File: src/hdl/chc_pkg.sv
// Shared types, constants and round functions for the ChaCha20 stream cipher core.
// No dependencies; imported by every module of the core.
package chc_pkg;

    localparam int DOUBLE_ROUNDS = 10;
    localparam int DATA_W        = 64;
    localparam int CNT_W         = 4;
    localparam int CFG_IDX_W     = 3;
    localparam int S_TDATA_W     = 72;
    localparam int M_TDATA_W     = 72;

    localparam logic [CFG_IDX_W-1:0] CFG_KEY_0_7    = 3'd0;
    localparam logic [CFG_IDX_W-1:0] CFG_KEY_8_15   = 3'd1;
    localparam logic [CFG_IDX_W-1:0] CFG_KEY_16_23  = 3'd2;
    localparam logic [CFG_IDX_W-1:0] CFG_KEY_24_31  = 3'd3;
    localparam logic [CFG_IDX_W-1:0] CFG_NONCE_0_7  = 3'd4;
    localparam logic [CFG_IDX_W-1:0] CFG_NONCE_8_11 = 3'd5;
    localparam logic [CFG_IDX_W-1:0] CFG_INIT_CTR   = 3'd6;

    localparam logic [31:0] SIGMA_0 = 32'h61707865;
    localparam logic [31:0] SIGMA_1 = 32'h3320646e;
    localparam logic [31:0] SIGMA_2 = 32'h79622d32;
    localparam logic [31:0] SIGMA_3 = 32'h6b206574;

    localparam logic [CNT_W-1:0] FULL_WORD_BYTES = 4'd8;

    typedef logic [15:0][31:0] t_state;

    typedef struct packed {
        logic [7:0][31:0] key;
        logic [2:0][31:0] nonce;
        logic [31:0]      init_ctr;
    } t_cfg;

    typedef struct packed {
        logic [1:0][31:0]  ffwd;
        logic [2:0]        pos;
        logic [DATA_W-1:0] data;
        logic [CNT_W-1:0]  vbytes;
        logic              last;
    } t_meta;

    typedef struct packed {
        t_state st;
        t_meta  meta;
    } t_lane;

    typedef struct packed {
        logic [31:0] a;
        logic [31:0] b;
        logic [31:0] c;
        logic [31:0] d;
    } t_qr;

    function automatic t_state init_state(input t_cfg cfg, input logic [31:0] ctr);
        t_state s;
        s[0]  = SIGMA_0;
        s[1]  = SIGMA_1;
        s[2]  = SIGMA_2;
        s[3]  = SIGMA_3;
        for (int i = 0; i < 8; i++) begin
            s[4+i] = cfg.key[i];
        end
        s[12] = ctr;
        s[13] = cfg.nonce[0];
        s[14] = cfg.nonce[1];
        s[15] = cfg.nonce[2];
        return s;
    endfunction

    function automatic t_qr qr_first(input t_qr q);
        t_qr r;
        r   = q;
        r.a = r.a + r.b;
        r.d = r.d ^ r.a;
        r.d = {r.d[15:0], r.d[31:16]};
        r.c = r.c + r.d;
        r.b = r.b ^ r.c;
        r.b = {r.b[19:0], r.b[31:20]};
        return r;
    endfunction

    function automatic t_qr qr_second(input t_qr q);
        t_qr r;
        r   = q;
        r.a = r.a + r.b;
        r.d = r.d ^ r.a;
        r.d = {r.d[23:0], r.d[31:24]};
        r.c = r.c + r.d;
        r.b = r.b ^ r.c;
        r.b = {r.b[24:0], r.b[31:25]};
        return r;
    endfunction

    // diag selects diagonal indexing; second selects the 8/7 half
    function automatic t_state half_round(input t_state s, input logic diag,
                                          input logic second);
        t_state r;
        t_qr    q;
        int     ib;
        int     ic;
        int     id;
        r = s;
        for (int i = 0; i < 4; i++) begin
            ib = diag ? 4 + ((i + 1) % 4) : 4 + i;
            ic = diag ? 8 + ((i + 2) % 4) : 8 + i;
            id = diag ? 12 + ((i + 3) % 4) : 12 + i;
            q.a = s[i];
            q.b = s[ib];
            q.c = s[ic];
            q.d = s[id];
            q = second ? qr_second(q) : qr_first(q);
            r[i]  = q.a;
            r[ib] = q.b;
            r[ic] = q.c;
            r[id] = q.d;
        end
        return r;
    endfunction

endpackage

File: src/hdl/chc_entry.sv
// Entry stage: block counter and word position tracking, initial state build.
// Depends on chc_pkg.
module chc_entry (
    input  logic                       i_clk,
    input  logic                       i_rst_n,
    input  logic                       i_en,
    input  logic                       i_valid,
    input  logic                       i_start,
    input  logic                       i_last,
    input  logic [chc_pkg::DATA_W-1:0] i_data,
    input  logic [chc_pkg::CNT_W-1:0]  i_count,
    input  chc_pkg::t_cfg              i_cfg,
    output logic                       o_valid,
    output chc_pkg::t_lane             o_lane
);
    import chc_pkg::*;

    logic [31:0] r_ctr, n_ctr;
    logic [31:0] r_blk, n_blk;
    logic [2:0]  r_pos, n_pos;
    logic        r_ready, n_ready;
    logic        r_valid;
    t_lane       r_lane;
    t_cfg        r_bcfg;

    logic [31:0]      cnt_eff;
    logic             ready_eff;
    logic [2:0]       use_pos;
    logic [CNT_W-1:0] vbytes;
    logic             accept;
    t_cfg             blk_cfg;
    t_state           init;

    assign accept = i_valid && i_en;

    always_comb begin
        cnt_eff   = i_start ? i_cfg.init_ctr : r_ctr;
        ready_eff = r_ready && !i_start;
        if (!ready_eff) begin
            n_blk   = cnt_eff;
            use_pos = 3'd0;
            n_ctr   = cnt_eff + 32'd1;
            blk_cfg = i_cfg;
        end else begin
            n_blk   = r_blk;
            use_pos = r_pos;
            n_ctr   = cnt_eff;
            blk_cfg = r_bcfg;
        end
        init = init_state(blk_cfg, n_blk);
        if (i_last) begin
            n_pos   = 3'd0;
            n_ready = 1'b0;
        end else begin
            n_pos   = use_pos + 3'd1;
            n_ready = (use_pos != 3'd7);
        end
        if (i_last && i_count >= 4'd1 && i_count <= FULL_WORD_BYTES) begin
            vbytes = i_count;
        end else begin
            vbytes = FULL_WORD_BYTES;
        end
    end

    always_ff @(posedge i_clk) begin
        if (!i_rst_n) begin
            r_ctr   <= '0;
            r_blk   <= '0;
            r_pos   <= '0;
            r_ready <= 1'b0;
            r_valid <= 1'b0;
        end else begin
            if (accept) begin
                r_ctr   <= n_ctr;
                r_blk   <= n_blk;
                r_pos   <= n_pos;
                r_ready <= n_ready;
            end
            if (i_en) begin
                r_valid <= i_valid;
            end
        end
    end

    // hold the key and nonce of the current block
    always_ff @(posedge i_clk) begin
        if (accept && !ready_eff) begin
            r_bcfg <= i_cfg;
        end
    end

    always_ff @(posedge i_clk) begin
        if (i_en) begin
            r_lane.st          <= init;
            r_lane.meta.ffwd   <= {init[{use_pos, 1'b1}], init[{use_pos, 1'b0}]};
            r_lane.meta.pos    <= use_pos;
            r_lane.meta.data   <= i_data;
            r_lane.meta.vbytes <= vbytes;
            r_lane.meta.last   <= i_last;
        end
    end

    assign o_valid = r_valid;
    assign o_lane  = r_lane;

endmodule

File: config.mk
export PLATFORM = sky130hd
export DESIGN_NAME = chc_entry
export DESIGN_NICKNAME = d
export VERILOG_FILES = /design/src/hdl/chc_pkg.sv /design/src/hdl/chc_entry.sv
export SDC_FILE = /design/constraint.sdc
export NUM_CORES = 1
export LEC_CHECK = 0
export BUFFER_PORTS_ARGS = -buffer_cell sky130_fd_sc_hd__buf_4
export CORE_AREA = 3 3 425 427
export DETAILED_ROUTE_END_ITERATION = 8
export DIE_AREA = 0 0 428 430
export PLACE_DENSITY_LB_ADDON = 0.25
export SYNTH_ARGS = -nofsm -noshare
export SYNTH_HDL_FRONTEND = slang
export SYNTH_SLANG_ARGS = --single-unit
export TNS_END_PERCENT = 20
File: constraint.sdc
create_clock -name i_clk -period 18.4 [get_ports i_clk]
set_clock_uncertainty 0.1 [all_clocks]
set_input_delay 1.84 -clock i_clk [delete_from_list [all_inputs] [get_ports i_clk]]
set_output_delay 1.84 -clock i_clk [all_outputs]
set_load 0.02 [all_outputs]
==> metrics.md, run 1 <==
| Metric | Value |
|---|---|
| Top FF cell, synth | edfxtp_1 |
| Number of warnings reported in the yosys synthesis log | 0 |
| TritonCTS clock tree | done |
| Critical Path Fanout Max | 140 |
| Initial antenna violation count | 31 |
| Hold WC Path Type | reg2reg |
| Total Routing Usage GR | 0.170 |
| Die extent in y | 430 um |
| Category of the most critical setup path | in2reg |
| Post-CTS setup-driven buffer insertion count | 0 |
| R2r endpoint | o_lane[126] |
| First-pass GRT wire length | 223000 um |
| Fin crit period | 5.18 ns |
| Clock input transition at the sequential cells of the worst setup and hold paths | 0.06 ns |
| Worst r2r path cells | 10 |
| Number of vias per cell after detailed routing | 4.30 |
| Fraction of synthesis flops using an asynchronous set or reset pin | 0 |
| Post-Route Setup TNS | 0 ns |
| Maximum clock frequency | 0.193 GHz |
| Leakage | 20.6 nW |
| Sequential element share of the synthesized area | 0.705 |
| Count of final hold-check violations | 0 |
| Register-to-Register Setup Slack | 14.17 ns |
| Clock buffer count from CTS | 109 |
| Skew-Pair Late Insertion Delay | 0.74 ns |
| Area delta synth->final | 33.1% |
| Core Area | 176000 sq um |
| Final GP Congestion | 0.822 |
| Largest buffer count on any clock path | 3 |
| Sum of routed wire length over all layers | 164000 um |
| Site Rows | 154 |
| Crit share post-route | 0.282 |
| Mean routed wirelength per cell | 24.9 um |
| Count of TritonRoute iterations in the first routing pass | 7 |
| Detailed placement HPWL | 118000 um |
| Final worst hold slack | 0.377 ns |
| Worst slew margin relative to its limit | 0.283 |
| Top Ports | 1107 |
| Number of flops mapped to enable cells by yosys | 872 |
| Post-cts repair resize count | 0 |
| Layout Nets | 4586 |
| Clock Tree Root | clkbuf_16 |
| Die footprint | 184000 sq um |
| IR drop worst, VDD | 0.0000734 V |
| Overflow left after global routing | 0 |
| DRC Markers | 0 |
| Startpoint of the most critical hold path | o_valid |
| Data required time of the worst path | 18.66 ns |
| Netlist cell types | 71 |
| Type of element launching the critical path | input pin |
| Layout fillers | 18280 |
| R2R Path Start | r_ready |
| Final setup viols | 0 |
| Remaining antenna violation count | 0 |
| Port Buffer Count | 978 |
| Mean post-synth cell area | 12.3 sq um |
| Iter 0 DRT Violations | 2092 |
| Setup repair after global routing missed its margin | false |
| Pin slew with the least headroom to its limit | 1.07 ns |
| Pin count of the biggest net entering global routing | 143 |
| Cell count after synthesis | 3165 |
| Worst hold path endpoint | o_valid |
| CP endpoint kind | flip-flop |
| Slew Limit Fails | 0 |
| Power per cell area | 100 nW/um^2 |
| Maxcap violations | 0 |
| Share of final-layout standard cells stronger than drive strength 1 | 0.303 |
| Arrival time of data at the critical path endpoint | 5.45 ns |
| Via count of the first global-routing pass | 27748 |
| #FFs+latches synth | 941 |
| Chip width | 428 um |
| Status | finished, final reports clean |
| WHS Path Cells | 2 |
| Number of levels the H-tree was split into | 3 |
| Cell area after synthesis | 39100 sq um |
| # clock sinks | 941 |
| Via count | 28245 |
| Initial cell density of the core | 0.221 |
| Post-CTS Hold Buffers | 0 |
| Post-route core utilization | 0.295 |
[cell usage in the layout, fill, tap and decap left out, types with 29 or more instances in the layout]
cell / count
nor2_1: 113
a222oi_1: 31
nand2_1: 1103
a211oi_1: 48
conb_1: 128
mux2i_1: 60
clkinv_1: 29
nand3_1: 46
nor2b_1: 37
o21ai_0: 76
a21oi_1: 81
edfxtp_1: 872
mux2_2: 57
clkbuf_16: 110
dfxtp_1: 66
buf_4: 1028
[cells in the mapped netlist, drive strengths merged (9+ instances only)]
cell type  count  area, sq um
nor3          15         75.1
dfxtp         69         1380
o32ai         26          228
a31oi         10         62.6
and2          15         93.8
a222oi        31          310
a22oi         17          141
nand2b        22          138
inv           16         60.1
nand3         49          260
clkbuf        92          349
nor2         114          428
o21ai         77          385
mux2          57          642
a21oi         84          432
o311ai         9         78.8
nand4         14          106
nand3b         9         80.1
nand2       1106         4150
a221oi        24          228
edfxtp       872        26200
a211oi        48          360
nor2b         38          238
mux2i         60          601
buf          217         1430
[critical path, stage by stage]
cell,delay [ns]
buf_8,0.41
and2_1,0.21
buf_4,0.28
nand2_1,0.29
inv_8,0.63
buf_12,0.56
buf_4,0.78
[layout make-up]
cell class              count  area (sq um)  area share
flip-flops and latches    941         27600       0.530
repair buffers           1032          7790       0.150
diodes                     18          45.0    0.000866
well taps                2340          2930      0.0563
multi-input cells        2025         10200       0.196
clock inverters            67           531      0.0102
clock buffers             136          2890      0.0555
inverters                  16          67.6     0.00130
[report_power, final]
| part | internal (mW) | switching (mW) |
|---|---|---|
| registers | 2.47 | 0.0539 |
| logic | 0.204 | 0.353 |
| clock network | 1.18 | 0.937 |
| total | 3.86 | 1.34 |
[layer usage]
layer,track usage,vias up,routed length (um)
met5,0,-,76
met4,0.0734,10,6220
met3,0.0385,228,9680
met2,0.308,1088,85700
met1,0.189,13924,61900
li1,-,12995,-
[metrics by stage]
stage          area, sq um  instances  setup slack (ns)  total power [mW]
3_3_place_gp         48600       6354             12.40              3.14
4_1_cts              52000       6557             13.20              5.30
3_5_place_dp         48600       6354             12.38              3.14
5_1_grt              52000       6570             12.94              5.40
2_1_floorplan        39600       3291              5.22              2.84
6_report             52000       6575             13.22              5.21
[state kept, by name, indices dropped and copies added (netlist names)]
name,count
o_valid,1
r_bcfg,352
r_blk,32
r_ctr,32
o_lane,520
r_ready,1
r_pos,3
[worst max-delay path by stage]
| stage | slack (ns) | startpoint | to |
|---|---|---|---|
| finish | 13.22 | i_en | r_bcfg[228] |
| global route | 12.94 | i_en | r_bcfg[228] |
| CTS | 13.20 | i_start | o_lane[81] |
| detailed placement | 12.38 | i_start | o_lane[81] |
| global placement | 12.40 | i_start | o_lane[77] |
| floorplan | 5.22 | i_en | r_blk[10] |
[cells by family (layout without fill, tap and decap cells)]
logic type      count (synthesis)  in the layout  synth area share
xor+xnor                        4              4          0.000897
buf+inv                       325           1251            0.0469
fa+ha+maj                       3              3          0.000961
simple gates                 1404           1404             0.148
mux                           117            117            0.0318
other cells                     2            146          0.000192
flops                         941            941             0.705
compound gates                369            369            0.0663
Note: power is estimated with default switching activity, not from simulation.
==> run 2: changes to the inputs <==
Clock period 18.4 ns to 4.2 ns, I/O delays scaled along.
==> run 2 against run 1 <==
Clock power grew to 4.7 times the previous value. Register-to-register slack lost 13 ns. Hold slack lost 0.27 ns. Worst setup slack lost 12 ns. Final area grew 9.7%. Total power grew to 4.6 times the previous value. Cell count grew 7.1%. Sequential cell count is the same.
==> metrics.md, run 2 (synthesis results as in run 1) <==
| Metric | Value |
|---|---|
| Top library cells by usage in the layout, fill and taps aside | nand2_1, buf_4, edfxtp_1 |
| Status | finished, final reports clean |
| Post-route core utilization | 0.323 |
| Clock buffer count from CTS | 111 |
| Power per cell area | 419 nW/um^2 |
| Sum of routed wire length over all layers | 168000 um |
| Post-CTS Hold Buffers | 445 |
| DRC Markers | 0 |
| Critical Path Fanout Max | 29 |
| Leakage | 22.8 nW |
| Largest buffer count on any clock path | 3 |
| Largest register FFs | 520 |
| IR drop worst, VDD | 0.000322 V |
| Post-Route Setup TNS | 0 ns |
| Fin crit period | 2.97 ns |
| Number of levels the H-tree was split into | 3 |
| Post-CTS setup-driven buffer insertion count | 0 |
| Final GP Congestion | 0.808 |
| Layout Nets | 5052 |
| Share of final-layout standard cells stronger than drive strength 1 | 0.279 |
| Data required time of the worst path | 4.58 ns |
| Most common cell after layout, fill and taps aside | nand2_1 |
| Die footprint | 184000 sq um |
| Footprint of the multi-input gates | 10200 sq um |
| Hold WC Path Type | in2reg |
| Place WS | 0.890 ns |
| Layout fillers | 17880 |
| Detailed placement HPWL | 122000 um |
| Via count | 30089 |
| Remaining antenna violation count | 0 |
| Via count of the first global-routing pass | 30699 |
| Maxcap violations | 0 |
| Slew Limit Fails | 0 |
| Worst slew margin relative to its limit | 0.321 |
| Top Ports | 1107 |
| Fin worst setup slack | 1.23 ns |
| Number of vias per cell after detailed routing | 4.27 |
| Total Routing Usage GR | 0.176 |
| Count of final hold-check violations | 0 |
| Placed instance area | 48900 sq um |
| Arrival time of data at the critical path endpoint | 3.35 ns |
| Clock input transition at the sequential cells of the worst setup and hold paths | 0.06 ns |
| Post-cts repair resize count | 0 |
| Clock Tree Root | clkbuf_16 |
| Crit share post-route | 0.707 |
| Core Area | 176000 sq um |
| First-pass GRT wire length | 234000 um |
| Pin count of the biggest net entering global routing | 154 |
| Post-layout total power | 23.9 mW |
| Port Buffer Count | 978 |
| Final setup viols | 0 |
| Initial antenna violation count | 22 |
| TritonCTS clock tree | done |
| Iter 0 DRT Violations | 2183 |
| Overflow left after global routing | 0 |
| CP endpoint kind | flip-flop |
| # clock sinks | 941 |
| Initial cell density of the core | 0.221 |
| Chip width | 428 um |
| Area of all placed cells without fillers | 57100 sq um |
| Skew-Pair Late Insertion Delay | 0.77 ns |
| Mean routed wirelength per cell | 23.9 um |
| Site Rows | 154 |
| Type of element launching the critical path | flip-flop |
| Pin slew with the least headroom to its limit | 0.991 ns |
| Maximum clock frequency | 0.337 GHz |
| Area delta synth->final | 46.1% |
| FF/Latch Area | 27600 sq um |
| Count of TritonRoute iterations in the first routing pass | 6 |
| Die extent in y | 430 um |
| Category of the most critical setup path | reg2reg |
| Setup repair after global routing missed its margin | false |
==> run 2: cell types whose count changed in the layout (fill, tap and decap cells not counted), moves of 3 or more <==
cell | previous run | this run
dlygate4sd3_1 | 0 | 445
buf_12 | 3 | 16
clkbuf_1 | 22 | 11
bufinv_16 | 5 | 12
buf_4 | 1028 | 1034
clkinvlp_4 | 7 | 3
clkinv_16 | 2 | 5
clkinv_2 | 20 | 23
diode_2 | 18 | 15
inv_6 | 2 | 5
==> run 2: worst max-delay path, stage by stage, from the launching register on <==
cell and delay, ns:
dfxtp_4 0.73, buf_4 0.53, mux2_2 0.45, a222oi_1 0.53, a21oi_1 0.14, nand2b_1 0.16
==> run 2: final cells by class <==
class | count | share of cell area
repair buffers | 1496 | 0.220
flip-flops and latches | 941 | 0.483
inverters | 16 | 0.00118
clock buffers | 126 | 0.0503
diodes | 15 | 0.000658
clock inverters | 82 | 0.0148
multi-input cells | 2025 | 0.179
well taps | 2340 | 0.0513
==> run 2: through the flow <==
stage               hold slack [ns]  instances
CTS                         0.00219       7026
finish                        0.106       7041
floorplan                     0.345       3291
global route                 0.0682       7038
global placement              0.363       6373
detailed placement            0.379       6373
==> run 2: report_power, final <==
| part | switching [mW] | internal (mW) | total [mW] |
|---|---|---|---|
| sequential | 0.251 | 10.8 | 11.1 |
| clock | 4.27 | 5.68 | 9.95 |
| combinational | 1.67 | 1.19 | 2.86 |
==> run 2: worst paths after layout <==
kind              cells past startpoint      start  slack (ns)          to
hold reg to reg                       2   r_ctr[9]        0.38    r_ctr[9]
hold / removal                        4  i_cfg[22]        0.11   r_ctr[22]
setup reg to reg                      5   r_pos[1]        1.23  o_lane[86]
setup / recovery                      5   r_pos[1]        1.23  o_lane[86]
==> run 2: metal layers <==
metal	global-route usage	routed length, um	part of all wire	vias up
met4	0.0876	8110	0.048	6
met1	0.195	63600	0.38	14791
met5	0	36	0.00021	-
li1	-	-	-	13959
met2	0.322	88100	0.52	1082
met3	0.0342	8520	0.051	251
