`src/hdl/chc_pkg.sv`:
```
// Shared types, constants and round functions for the ChaCha20 stream cipher core.
// No dependencies; imported by every module of the core.
package chc_pkg;

    localparam int DOUBLE_ROUNDS = 10;
    localparam int DATA_W        = 64;
    localparam int CNT_W         = 4;
    localparam int CFG_IDX_W     = 3;
    localparam int S_TDATA_W     = 72;
    localparam int M_TDATA_W     = 72;

    localparam logic [CFG_IDX_W-1:0] CFG_KEY_0_7    = 3'd0;
    localparam logic [CFG_IDX_W-1:0] CFG_KEY_8_15   = 3'd1;
    localparam logic [CFG_IDX_W-1:0] CFG_KEY_16_23  = 3'd2;
    localparam logic [CFG_IDX_W-1:0] CFG_KEY_24_31  = 3'd3;
    localparam logic [CFG_IDX_W-1:0] CFG_NONCE_0_7  = 3'd4;
    localparam logic [CFG_IDX_W-1:0] CFG_NONCE_8_11 = 3'd5;
    localparam logic [CFG_IDX_W-1:0] CFG_INIT_CTR   = 3'd6;

    localparam logic [31:0] SIGMA_0 = 32'h61707865;
    localparam logic [31:0] SIGMA_1 = 32'h3320646e;
    localparam logic [31:0] SIGMA_2 = 32'h79622d32;
    localparam logic [31:0] SIGMA_3 = 32'h6b206574;

    localparam logic [CNT_W-1:0] FULL_WORD_BYTES = 4'd8;

    typedef logic [15:0][31:0] t_state;

    typedef struct packed {
        logic [7:0][31:0] key;
        logic [2:0][31:0] nonce;
        logic [31:0]      init_ctr;
    } t_cfg;

    typedef struct packed {
        logic [1:0][31:0]  ffwd;
        logic [2:0]        pos;
        logic [DATA_W-1:0] data;
        logic [CNT_W-1:0]  vbytes;
        logic              last;
    } t_meta;

    typedef struct packed {
        t_state st;
        t_meta  meta;
    } t_lane;

    typedef struct packed {
        logic [31:0] a;
        logic [31:0] b;
        logic [31:0] c;
        logic [31:0] d;
    } t_qr;

    function automatic t_state init_state(input t_cfg cfg, input logic [31:0] ctr);
        t_state s;
        s[0]  = SIGMA_0;
        s[1]  = SIGMA_1;
        s[2]  = SIGMA_2;
        s[3]  = SIGMA_3;
        for (int i = 0; i < 8; i++) begin
            s[4+i] = cfg.key[i];
        end
        s[12] = ctr;
        s[13] = cfg.nonce[0];
        s[14] = cfg.nonce[1];
        s[15] = cfg.nonce[2];
        return s;
    endfunction

    function automatic t_qr qr_first(input t_qr q);
        t_qr r;
        r   = q;
        r.a = r.a + r.b;
        r.d = r.d ^ r.a;
        r.d = {r.d[15:0], r.d[31:16]};
        r.c = r.c + r.d;
        r.b = r.b ^ r.c;
        r.b = {r.b[19:0], r.b[31:20]};
        return r;
    endfunction

    function automatic t_qr qr_second(input t_qr q);
        t_qr r;
        r   = q;
        r.a = r.a + r.b;
        r.d = r.d ^ r.a;
        r.d = {r.d[23:0], r.d[31:24]};
        r.c = r.c + r.d;
        r.b = r.b ^ r.c;
        r.b = {r.b[24:0], r.b[31:25]};
        return r;
    endfunction

    // diag selects diagonal indexing; second selects the 8/7 half
    function automatic t_state half_round(input t_state s, input logic diag,
                                          input logic second);
        t_state r;
        t_qr    q;
        int     ib;
        int     ic;
        int     id;
        r = s;
        for (int i = 0; i < 4; i++) begin
            ib = diag ? 4 + ((i + 1) % 4) : 4 + i;
            ic = diag ? 8 + ((i + 2) % 4) : 8 + i;
            id = diag ? 12 + ((i + 3) % 4) : 12 + i;
            q.a = s[i];
            q.b = s[ib];
            q.c = s[ic];
            q.d = s[id];
            q = second ? qr_second(q) : qr_first(q);
            r[i]  = q.a;
            r[ib] = q.b;
            r[ic] = q.c;
            r[id] = q.d;
        end
        return r;
    endfunction

endpackage

```
`src/hdl/chc_output.sv`:
```
// Output stage: feed-forward add, keystream word select, XOR, byte mask, result register.
// Owns the pipeline advance signal. Depends on chc_pkg.
module chc_output (
    input  logic                       i_clk,
    input  logic                       i_rst_n,
    input  logic                       i_valid,
    input  chc_pkg::t_lane             i_lane,
    input  logic                       i_ready,
    output logic                       o_en,
    output logic                       o_valid,
    output logic [chc_pkg::DATA_W-1:0] o_data,
    output logic [chc_pkg::CNT_W-1:0]  o_vbytes,
    output logic                       o_last
);
    import chc_pkg::*;

    logic              r_valid;
    logic [DATA_W-1:0] r_data;
    logic [CNT_W-1:0]  r_vbytes;
    logic              r_last;

    logic [3:0]        idx_lo;
    logic [3:0]        idx_hi;
    logic [31:0]       ks_lo;
    logic [31:0]       ks_hi;
    logic [DATA_W-1:0] n_data;
    logic              load;

    assign load = i_valid && (!r_valid || i_ready);
    assign o_en = !i_valid || !r_valid || i_ready;

    always_comb begin
        idx_lo = {i_lane.meta.pos, 1'b0};
        idx_hi = {i_lane.meta.pos, 1'b1};
        ks_lo  = i_lane.st[idx_lo] + i_lane.meta.ffwd[0];
        ks_hi  = i_lane.st[idx_hi] + i_lane.meta.ffwd[1];
        n_data = i_lane.meta.data ^ {ks_hi, ks_lo};
        for (int b = 0; b < 8; b++) begin
            if (4'(b) >= i_lane.meta.vbytes) begin
                n_data[8*b +: 8] = 8'h00;
            end
        end
    end

    always_ff @(posedge i_clk) begin
        if (!i_rst_n) begin
            r_valid <= 1'b0;
        end else if (load) begin
            r_valid <= 1'b1;
        end else if (i_ready) begin
            r_valid <= 1'b0;
        end
    end

    always_ff @(posedge i_clk) begin
        if (load) begin
            r_data   <= n_data;
            r_vbytes <= i_lane.meta.vbytes;
            r_last   <= i_lane.meta.last;
        end
    end

    assign o_valid  = r_valid;
    assign o_data   = r_data;
    assign o_vbytes = r_vbytes;
    assign o_last   = r_last;

endmodule

```
`config.mk`:
```
export PLATFORM = sky130hd
export DESIGN_NAME = chc_output
export DESIGN_NICKNAME = d
export VERILOG_FILES = /design/src/hdl/chc_pkg.sv /design/src/hdl/chc_output.sv
export SDC_FILE = /design/constraint.sdc
export NUM_CORES = 1
export LEC_CHECK = 0
export ABC_AREA = 1
export CAP_MARGIN = 15
export CORE_AREA = 2 2 283 285
export CTS_CLUSTER_DIAMETER = 50
export DETAILED_ROUTE_END_ITERATION = 8
export DIE_AREA = 0 0 285 287
export DONT_BUFFER_PORTS = 1
export GPL_TIMING_DRIVEN = 0
export HOLD_SLACK_MARGIN = 0.02
export PLACE_DENSITY_LB_ADDON = 0.05
export SLEW_MARGIN = 30
export SYNTH_ARGS = -nofsm -noshare
export SYNTH_HDL_FRONTEND = slang
export SYNTH_SLANG_ARGS = --single-unit
```
`constraint.sdc`:
```
create_clock -name i_clk -period 5.1 [get_ports i_clk]
set_input_delay 0.255 -clock i_clk [delete_from_list [all_inputs] [get_ports i_clk]]
set_output_delay 0.255 -clock i_clk [all_outputs]
set_load 0.005 [all_outputs]
```
==> results of run 1 <==
-- flip-flops by register name (all words and copies together), names as in the netlist --
register  cells
o_last        1
o_vbytes      4
o_valid       1
o_data       64
-- power by group through the flow --
| stage | registers [mW] | clock network, mW | logic (mW) |
|---|---|---|---|
| 2_1_floorplan | 0.800 | 0 | 1.10 |
| 3_3_place_gp | 0.854 | 0 | 1.67 |
| 3_5_place_dp | 0.842 | 0 | 1.69 |
| 4_1_cts | 0.830 | 0.759 | 1.70 |
| 5_1_grt | 0.829 | 0.768 | 1.89 |
| 6_report | 0.825 | 0.728 | 1.67 |
-- metal layers --
layer / wire length, um / up-vias / track usage (%)
li1: - / 7001 / -
met2: 43590 / 666 / 37.10
met4: 1809 / 6 / 4.843
met1: 37270 / 6674 / 25.26
met3: 5861 / 78 / 4.556
met5: 41 / - / 0
-- logic make-up after synthesis --
group                      after synthesis  share of synthesized area (%)
AOI/OAI and AO/OA                      499                          22.88
xor gates and xnor gates                68                          5.030
adders and majority gates               64                          6.889
buffers and inverters                  327                          11.45
and+or+nand+nor                       1096                          36.08
DFF                                     70                          17.67
-- layout make-up --
type	instances	area, sq um	area share (%)
Antenna cell	7	17.52	0.1283
Buffer	99	506.7	3.711
Clock buffer	9	225.2	1.649
Clock inverter	7	65.06	0.4764
Inverter	228	855.8	6.267
Multi-Input combinational cell	1727	8408	61.57
Sequential cell	70	2092	15.32
Tap cell	1050	1314	9.620
Timing Repair Buffer	11	172.7	1.264
-- worst max path at each step --
stage | from | endpoint | slack, ps | cells past startpoint
2_1_floorplan | o_valid | o_data[0] | 870 | 1
3_3_place_gp | o_valid | o_data[59] | -2850 | 1
3_5_place_dp | i_lane[70] | o_data[58] | 690 | 19
4_1_cts | i_lane[70] | o_data[58] | 1100 | 19
5_1_grt | i_lane[70] | o_data[58] | 1000 | 19
6_report | i_lane[70] | o_data[56] | 1210 | 19
-- layout by cell type (no fill, tap or decap), types with 5 or more instances in the layout --
cell,netlist,final
nand3_1,63,63
clkbuf_2,1,6
nor2_1,554,554
nand4_1,9,9
a21oi_1,90,88
a21o_1,5,5
clkbuf_1,40,35
a31oi_1,62,62
or2_2,6,6
o21ai_0,235,235
buf_4,10,10
dlygate4sd3_1,0,6
xor2_1,44,44
o21ai_1,29,29
diode_2,0,7
nand2_1,440,440
nor3_1,16,16
inv_1,226,226
buf_1,6,6
clkbuf_16,0,9
o22ai_1,66,66
ha_1,62,62
buf_2,36,36
xnor2_1,24,24
buf_6,6,6
edfxtp_1,69,69
o21bai_1,6,6
-- synthesized netlist by cell type (9+ instances only) --
cell type / count
nor2_1: 554
nand2_1: 440
o21ai_0: 235
inv_1: 226
a21oi_1: 90
edfxtp_1: 69
o22ai_1: 66
nand3_1: 63
a31oi_1: 62
ha_1: 62
xor2_1: 44
clkbuf_1: 40
buf_2: 36
o21ai_1: 29
xnor2_1: 24
nor3_1: 16
buf_4: 10
nand4_1: 9
-- through the flow --
| stage | utilization [%] | power (mW) | hold slack (ps) |
|---|---|---|---|
| after floorplan | - | 1.905 | 353.9 |
| after global placement | 16.73 | 2.528 | 354.1 |
| after detailed placement | 16.90 | 2.529 | 354.2 |
| after CTS | 17.35 | 3.290 | 65.85 |
| after global routing | 17.36 | 3.487 | 80.80 |
| final | 17.37 | 3.226 | 91.27 |
-- worst register-to-register path: cells and delay by family, from the launching register on --
| kind | cells | cell delay [ps] |
|---|---|---|
| buffers and inverters | 3 | 640 |
| AO/OA/AOI/OAI | 1 | 500 |
| flip-flops | 1 | 370 |
==> flow_summary.json, run 1 <==
{
  "run_status": "finished clean",
  "grtUsageTotal_pct": 20.77,
  "setup_viol": 0,
  "antenna_found_initial": 16,
  "pre_cts_slack_ps": 691.4,
  "period_needed_ps": 3892,
  "pwr-share-comb_pct": 51.9,
  "path_common_cell": "nand2_1",
  "drv_cap": 0,
  "coreArea_sq_um": 78610,
  "synth_largest_area_cell": "nor2_1",
  "worst_slew_pin_slew_ps": 1015,
  "synth_edf_count": 69,
  "drc": 0,
  "power.density_nw_per_um2": 236.2,
  "synth.top_cell.area_share_pct": 17.56,
  "regToRegEndpoint": "o_data[55]",
  "dieWidth_um": 285,
  "layoutNonFillerInstCount": 3208,
  "worst_setup_path_start_kind": "input pin",
  "timing.fmax_ghz": 0.2569,
  "place_congestion": 0.9223,
  "finClkSkew_ps": 13.04,
  "critPathRequiredTime_ps": 5310,
  "die_area_sq_um": 81800,
  "drive_gt1_share_pct": 4.138,
  "viasPerCell": 4.497,
  "port-buffer-count": 0,
  "synth_cells": 2124,
  "fp.dieH_um": 287,
  "dr.pass1.iters": 5,
  "critPathSlowestCell": "clkbuf_2",
  "postCtsHoldBufs": 6,
  "cp.arrival_ps": 4100,
  "rsz0062_at_grt": "false",
  "wl_um": 88570,
  "drtIter0Drc": 824,
  "irDropWorstVdd_uv": 176.0,
  "cts_tree": "yes",
  "ys_seq_elements": 70,
  "dpl_cell_area_sq_um": 13290,
  "fillers": 9373,
  "synth_area_sq_um": 11840,
  "cp_top_family": "buffers and inverters",
  "min_path_cells": 2,
  "start_util_pct": 15.06,
  "r2r_start": "o_valid",
  "relSlewSlack_pct": 32.36,
  "cts-root-buf": "clkbuf_16",
  "setup_tns_ps": 0,
  "grt_pass1_vias": 14820,
  "fin_nets": 2862,
  "finalCritPeriodShare_pct": 76.31,
  "power_frac_seq_pct": 25.6,
  "synth.yosys.warnings": 0,
  "wl_per_cell_um": 27.61,
  "p_leak_nw": 6.058,
  "synth_area_leaders": "nor2_1 (18%), edfxtp_1 (17%), nand2_1 (14%), o21ai_0 (9.9%), inv_1 (7.2%)",
  "synth_flop_cell": "edfxtp_1",
  "clk_pin_slew_worst_paths_ps": 70,
  "htreeDepth": 3,
  "cts_setup_buffers": 0,
  "cts.path.max_buffers": 2,
  "path_cells": "buf_2 > clkbuf_2 > buf_2 > nor2_1 > o21ai_0 > a31oi_1 > ha_1 > fa_1 > nand2_1 > nand2_1 > and2_1 > buf_2 > nand2_1 > nand3_1 > nand2_1 > nand3_1 > nand2_1 > nand2_1 > nor2_1",
  "grt_overflow": 0,
  "worstHoldStart": "i_valid",
  "switching_share_pct": 48.35,
  "hold_viol_final": 0,
  "synth_cell_type_count": 36,
  "p_clk_share_pct": 22.6,
  "cpPeakStageDelay_ps": 590,
  "r2r_cells": 4,
  "crit_buf_inv": 4,
  "grt_pass1_wl_um": 118600,
  "seq_area_frac_synth_pct": 17.67,
  "clkSinkCount": 70,
  "critPathKind": "in2reg",
  "dp_cells": 3179,
  "critPathMaxFanout": 10,
  "cts_inserted_buffers": 9,
  "post_cts_resized": 0,
  "end_kind": "flip-flop",
  "rrSetupSlack_ps": 3280,
  "internal_power_mw": 1.666,
  "maxSlewViolCount": 0,
  "grt_max_degree": 16,
  "clk_latency_ps": 400,
  "design_area_sq_um": 13660,
  "fp-row-count": 103,
  "worst_slack_ps": 1208,
  "ioPinCount": 723,
  "hold_path.class": "in2reg",
  "synth_area_per_cell_sq_um": 5.575,
  "p_sw_mw": 1.560,
  "area_growth_pct": 15.33,
  "syn-num-nets": 2840,
  "hold-path-endpoint": "o_valid",
  "dp_hpwl_um": 77220,
  "vias": 14430,
  "ant_nets": 0,
  "async_flop_share_pct": 0
}
Power figures use the tool's default switching activity.
==> run 2, diff against run 1 <==
==> constraint.sdc (replaced) <==
create_clock -name i_clk -period 3.55 [get_ports i_clk]
set_input_delay 0.1775 -clock i_clk [delete_from_list [all_inputs] [get_ports i_clk]]
set_output_delay 0.1775 -clock i_clk [all_outputs]
set_load 0.005 [all_outputs]
==> run 2 against run 1 <==
Largest power group unchanged; critical endpoint is now o_data[63]; first-iteration DRC count up 3.2%; clock skew up 1.6 ps; final cell count up 0.22%; routed wire length up 0.75%; register-to-register slack worse by 1600 ps; cell area up 1.2%; combinational power up 45%.
==> flow_summary.json, run 2 (same netlist as run 1, synthesis figures left out) <==
{
  "layout_commonest_cell": "nor2_1",
  "worst_setup_path_start_kind": "input pin",
  "run_status": "finished clean",
  "hold_path.class": "in2reg",
  "cts.path.max_buffers": 2,
  "layoutNonFillerInstCount": 3215,
  "fillers": 9353,
  "dr.pass1.iters": 5,
  "hold_viol_final": 0,
  "viasPerCell": 4.495,
  "hold_ws_ps": 69.81,
  "dieWidth_um": 285,
  "drv_cap": 0,
  "timing.fmax_ghz": 0.2940,
  "critPathRequiredTime_ps": 3700,
  "cts-root-buf": "clkbuf_16",
  "grt_pass1_vias": 14650,
  "ioPinCount": 723,
  "drc": 0,
  "crit_cells": 16,
  "setup_tns_ps": 0,
  "rrSetupSlack_ps": 1710,
  "worstHoldStart": "i_lane[6]",
  "grt_max_degree": 17,
  "dp_hpwl_um": 78260,
  "min_path_cells": 3,
  "clk_pin_slew_worst_paths_ps": 80,
  "grt_pass1_wl_um": 119100,
  "critPathSlowestCell": "o21ai_0",
  "period_needed_ps": 3401,
  "fp.dieH_um": 287,
  "drive_gt1_share_pct": 5.148,
  "p_leak_nw": 6.151,
  "ant_nets": 0,
  "r2r_start": "o_valid",
  "setup_viol": 0,
  "cp_top_family": "simple AND/OR/NAND/NOR gates",
  "wl_per_cell_um": 27.76,
  "path_cells": "buf_6 > clkbuf_2 > o21ai_0 > o22ai_1 > nor2_1 > a31oi_1 > ha_1 > nand2_1 > nor2_1 > a21oi_1 > nand2_1 > nand2_1 > nand2_1 > nand2_1 > nand2_1 > nor2_1",
  "crit_buf_inv": 2,
  "area_growth_pct": 16.70,
  "maxSlewViolCount": 0,
  "antenna_found_initial": 20,
  "finalCritPeriodShare_pct": 95.80,
  "cts_inserted_buffers": 9,
  "power.density_nw_per_um2": 334.2,
  "coreArea_sq_um": 78610,
  "largest_reg_flops": 64,
  "fin_nets": 2867,
  "layout_common_cells": "nor2_1 (554), nand2_1 (440), o21ai_0 (231)",
  "place_congestion": 0.9198,
  "start_util_pct": 15.06,
  "clkSinkCount": 70,
  "cpPeakStageDelay_ps": 810,
  "regToRegEndpoint": "o_data[59]",
  "grtUsageTotal_pct": 20.98,
  "crit_end": "o_data[63]",
  "htreeDepth": 3,
  "vias": 14450,
  "dp_cells": 3181,
  "crit_path_start": "i_lane[69]",
  "relSlewSlack_pct": 40.99,
  "worst_slew_pin_slew_ps": 881.9,
  "critPathMaxFanout": 10,
  "irDropWorstVdd_uv": 250.3,
  "drtIter0Drc": 850,
  "finClkSkew_ps": 14.64,
  "end_kind": "flip-flop",
  "cts_setup_buffers": 0,
  "fp-row-count": 103,
  "grt_overflow": 0,
  "path_common_cell": "nand2_1",
  "r2r_cells": 4,
  "cts_tree": "yes",
  "clk_latency_ps": 390,
  "critPathKind": "in2reg",
  "die_area_sq_um": 81800,
  "cp.arrival_ps": 3550,
  "wl_um": 89230,
  "port-buffer-count": 0
}
run 2: changes by cell type in the layout (fill, tap and decap cells not counted), sizes merged:
cell / change
dlygate4sd3: +3
clkinvlp: -1
clkbuf: +3
diode: +2
run 2: layout make-up:
class                           count  area, sq um  area share [%]
Inverter                          228        855.8           6.193
Sequential cell                    70         2092           15.14
Multi-Input combinational cell   1727         8448           61.14
Clock inverter                      6        62.56          0.4527
Tap cell                         1050         1314           9.507
Antenna cell                        9        22.52          0.1630
Buffer                             99        561.8           4.066
Clock buffer                       10        229.0           1.657
Timing Repair Buffer               16        232.7           1.684
run 2: report_power, final:
group          total [mW]  leakage, nW  switching [mW]  internal [mW]
sequential           1.18        0.690          0.0965           1.09
clock                1.01        0.136           0.468          0.543
combinational        2.42         5.33            1.64          0.780
total                4.62         6.15            2.21           2.41
run 2: repair_timing:
action / in CTS / in global routing
endpoints found under the hold margin: 8 / 0
gates resized for setup: 18 / 27
setup endpoints to repair: 22 / 19
hold buffers: 9 / 0
run 2: stage by stage:
| step | worst slack, ps | power (mW) | utilization [%] | instance area (sq um) |
|---|---|---|---|---|
| global route | -1.542 | 5.010 | 17.56 | 13810 |
| detailed placement | -768.6 | 3.643 | 16.94 | 13320 |
| global placement | -1361 | 3.639 | 16.74 | 13160 |
| finish | 149.1 | 4.618 | 17.58 | 13820 |
| CTS | 0.3126 | 4.715 | 17.48 | 13740 |
| floorplan | 810.8 | 2.735 | - | 11850 |
run 2: layer usage:
| layer | vias to the layer above | wire length (um) | global-route usage, % |
|---|---|---|---|
| li1 | 7006 | - | - |
| met1 | 6698 | 37120 | 25.16 |
| met2 | 675 | 44600 | 37.97 |
| met3 | 70 | 5949 | 4.770 |
| met4 | 4 | 1551 | 4.503 |
| met5 | - | 21 | 0 |
run 2: tightest hold or removal path, cell delays in order:
cell	delay, ps
xor2_1	40
nand2_1	60
inv_1	30
run 2: how the worst min path moves through the flow:
stage                     slack, ps    endpoint
after CTS                        40   o_data[1]
after floorplan                 280      o_last
after detailed placement        280      o_last
after global placement          280      o_last
final                            70   o_data[1]
after global routing             70  o_data[32]
==> run 3, diff against run 2 <==
--- a/config.mk
+++ b/config.mk
@@ -12,7 +12,6 @@
 export DETAILED_ROUTE_END_ITERATION = 8
 export DIE_AREA = 0 0 285 287
 export DONT_BUFFER_PORTS = 1
-export GPL_TIMING_DRIVEN = 0
 export HOLD_SLACK_MARGIN = 0.02
 export PLACE_DENSITY_LB_ADDON = 0.05
 export SLEW_MARGIN = 30
==> run 3 against run 2 <==
The run now ends with negative setup slack left; count of clock-buffer cells in the layout unchanged; via count down 4.3%; sequential power barely moved; cell area is 2.7% lower; clock power shrank 6%; power decreased by 4.9%; utilization shrank 0.47 points; non-clock buffer count decreased by 70; combinational power shrank 7%; sequential share of layout area up 0.42 points; setup slack lost 230 ps; register-to-register slack better by 170 ps; highest routed layer unchanged.
==> flow_summary.json, run 3 (same netlist as run 1, synthesis figures left out) <==
{
  "run_status": "finished, violations left",
  "violations": "negative setup slack",
  "grt_pass1_vias": 14000,
  "wl_per_cell_um": 23.83,
  "viasPerCell": 4.403,
  "start_util_pct": 15.06,
  "design_area_sq_um": 13450,
  "cts_inserted_buffers": 9,
  "cts-root-buf": "clkbuf_16",
  "worst_slack_ps": -77.71,
  "drive_gt1_share_pct": 2.972,
  "cp.arrival_ps": 3780,
  "cts_tree": "yes",
  "p_sw_mw": 2.069,
  "clk_latency_ps": 390,
  "ioPinCount": 723,
  "setup_tns_ps": -225.4,
  "die_area_sq_um": 81800,
  "hold_viol_final": 0,
  "area_growth_pct": 13.58,
  "cts.path.max_buffers": 2,
  "pwr-share-comb_pct": 51.0,
  "dr.pass1.iters": 5,
  "rsz0062_at_grt": "false",
  "power_frac_seq_pct": 27.3,
  "timing.fmax_ghz": 0.2757,
  "port-buffer-count": 0,
  "irDropWorstVdd_uv": 227.3,
  "rrSetupSlack_ps": 1880,
  "end_kind": "flip-flop",
  "relSlewSlack_pct": 42.14,
  "finalCritPeriodShare_pct": 102.2,
  "r2r_cells": 2,
  "largest_reg_flops": 64,
  "clkSinkCount": 70,
  "r2r_start": "o_valid",
  "clk_pin_slew_worst_paths_ps": 70,
  "p_total_mw": 4.391,
  "layout_commonest_cell": "nor2_1",
  "htreeDepth": 3,
  "cts_setup_buffers": 0,
  "critPathRequiredTime_ps": 3700,
  "vias": 13830,
  "min_path_cells": 3,
  "switching_share_pct": 47.12,
  "period_needed_ps": 3628,
  "antenna_found_initial": 10,
  "grt_pass1_wl_um": 102900,
  "worst_setup_path_start_kind": "input pin",
  "dieWidth_um": 285,
  "p_leak_nw": 5.934,
  "place_congestion": 0.9699,
  "drv_cap": 0,
  "maxSlewViolCount": 0,
  "post-route-util_pct": 17.11,
  "hold_path.class": "in2reg",
  "critPathKind": "in2reg",
  "p_clk_share_pct": 21.7,
  "grt_max_degree": 258,
  "drtIter0Drc": 742,
  "regToRegEndpoint": "o_data[11]",
  "drc": 0,
  "coreArea_sq_um": 78610,
  "ant_nets": 0,
  "dpl_cell_area_sq_um": 13070,
  "internal_power_mw": 2.322,
  "finClkSkew_ps": 10.05,
  "worstHoldStart": "i_lane[6]",
  "hold-path-endpoint": "o_data[1]",
  "fin_nets": 2797,
  "dp_hpwl_um": 63420,
  "wl_um": 74840,
  "layout_common_cells": "nor2_1 (554), nand2_1 (440), o21ai_0 (235)",
  "grtUsageTotal_pct": 17.55,
  "worst_slew_pin_slew_ps": 868.0,
  "fp-row-count": 103,
  "setup_viol": 4,
  "pre_cts_slack_ps": -138.1,
  "fp.dieH_um": 287,
  "power.density_nw_per_um2": 326.5,
  "critPathMaxFanout": 257,
  "grt_overflow": 0
}
run 3: cell count changes in the layout (fill, tap and decap cells not counted), sizes merged:
cell,before,now
bufinv,1,0
clkinv,3,4
dlygate4sd3,9,10
clkbuf,53,10
diode,9,5
buf,63,35
run 3: power groups by stage:
stage          sequential, mW  clock, mW  combinational, mW
2_1_floorplan            1.15          0               1.59
3_3_place_gp             1.23          0               2.26
3_5_place_dp             1.23          0               2.26
4_1_cts                  1.21       1.01               2.28
5_1_grt                  1.21       1.03               2.55
6_report                 1.20      0.953               2.24
run 3: routing by layer:
| layer | vias up | routed length [um] | track usage (%) |
|---|---|---|---|
| li1 | 6859 | - | - |
| met3 | 55 | 4755 | 3.937 |
| met2 | 572 | 37350 | 31.70 |
| met4 | 6 | 1485 | 4.123 |
| met5 | - | 41 | 0 |
| met1 | 6337 | 31200 | 21.01 |
run 3: worst max-delay path by stage:
stage | depth (start not counted) | from | endpoint | slack (ps)
6_report | 15 | i_lane[69] | o_data[62] | -80
5_1_grt | 15 | i_lane[69] | o_data[62] | 10
4_1_cts | 15 | i_lane[69] | o_data[62] | 280
3_5_place_dp | 15 | i_lane[69] | o_data[62] | -140
3_3_place_gp | 15 | i_lane[69] | o_data[24] | -230
2_1_floorplan | 19 | i_lane[70] | o_data[60] | 810
run 3: layout make-up:
| class | count | area, sq um |
|---|---|---|
| Antenna cell | 5 | 12.51 |
| Clock buffer | 10 | 229.0 |
| Clock inverter | 6 | 38.79 |
| Fill cell | 9383 | 65160 |
| Inverter | 228 | 870.8 |
| Multi-Input combinational cell | 1727 | 8404 |
| Sequential cell | 70 | 2092 |
| Tap cell | 1050 | 1314 |
| Timing Repair Buffer | 45 | 488.0 |
run 3: metrics by stage:
step                std cells  hold WS, ps
floorplan                2124        276.4
global route             3140        75.12
global placement         3110        276.7
finish                   3141        81.97
CTS                      3136        47.11
detailed placement       3110        276.7
run 3: timing repair:
action,4_1_cts,5_1_grt
resized for setup,0,1
setup endpoints to repair,0,2
hold endpoints to repair,15,0
hold buffers,10,0
run 3: critical path: stages:
cell and delay (ps):
inv_8 550, buf_12 320, buf_4 210, o21ai_0 70, o22ai_1 270, nor2_1 80
a31oi_1 290, ha_1 260, nand2_1 110, nor2_1 150, inv_1 90, nor3_1 360
nand3_1 180, a21oi_1 160, nor2_1 60
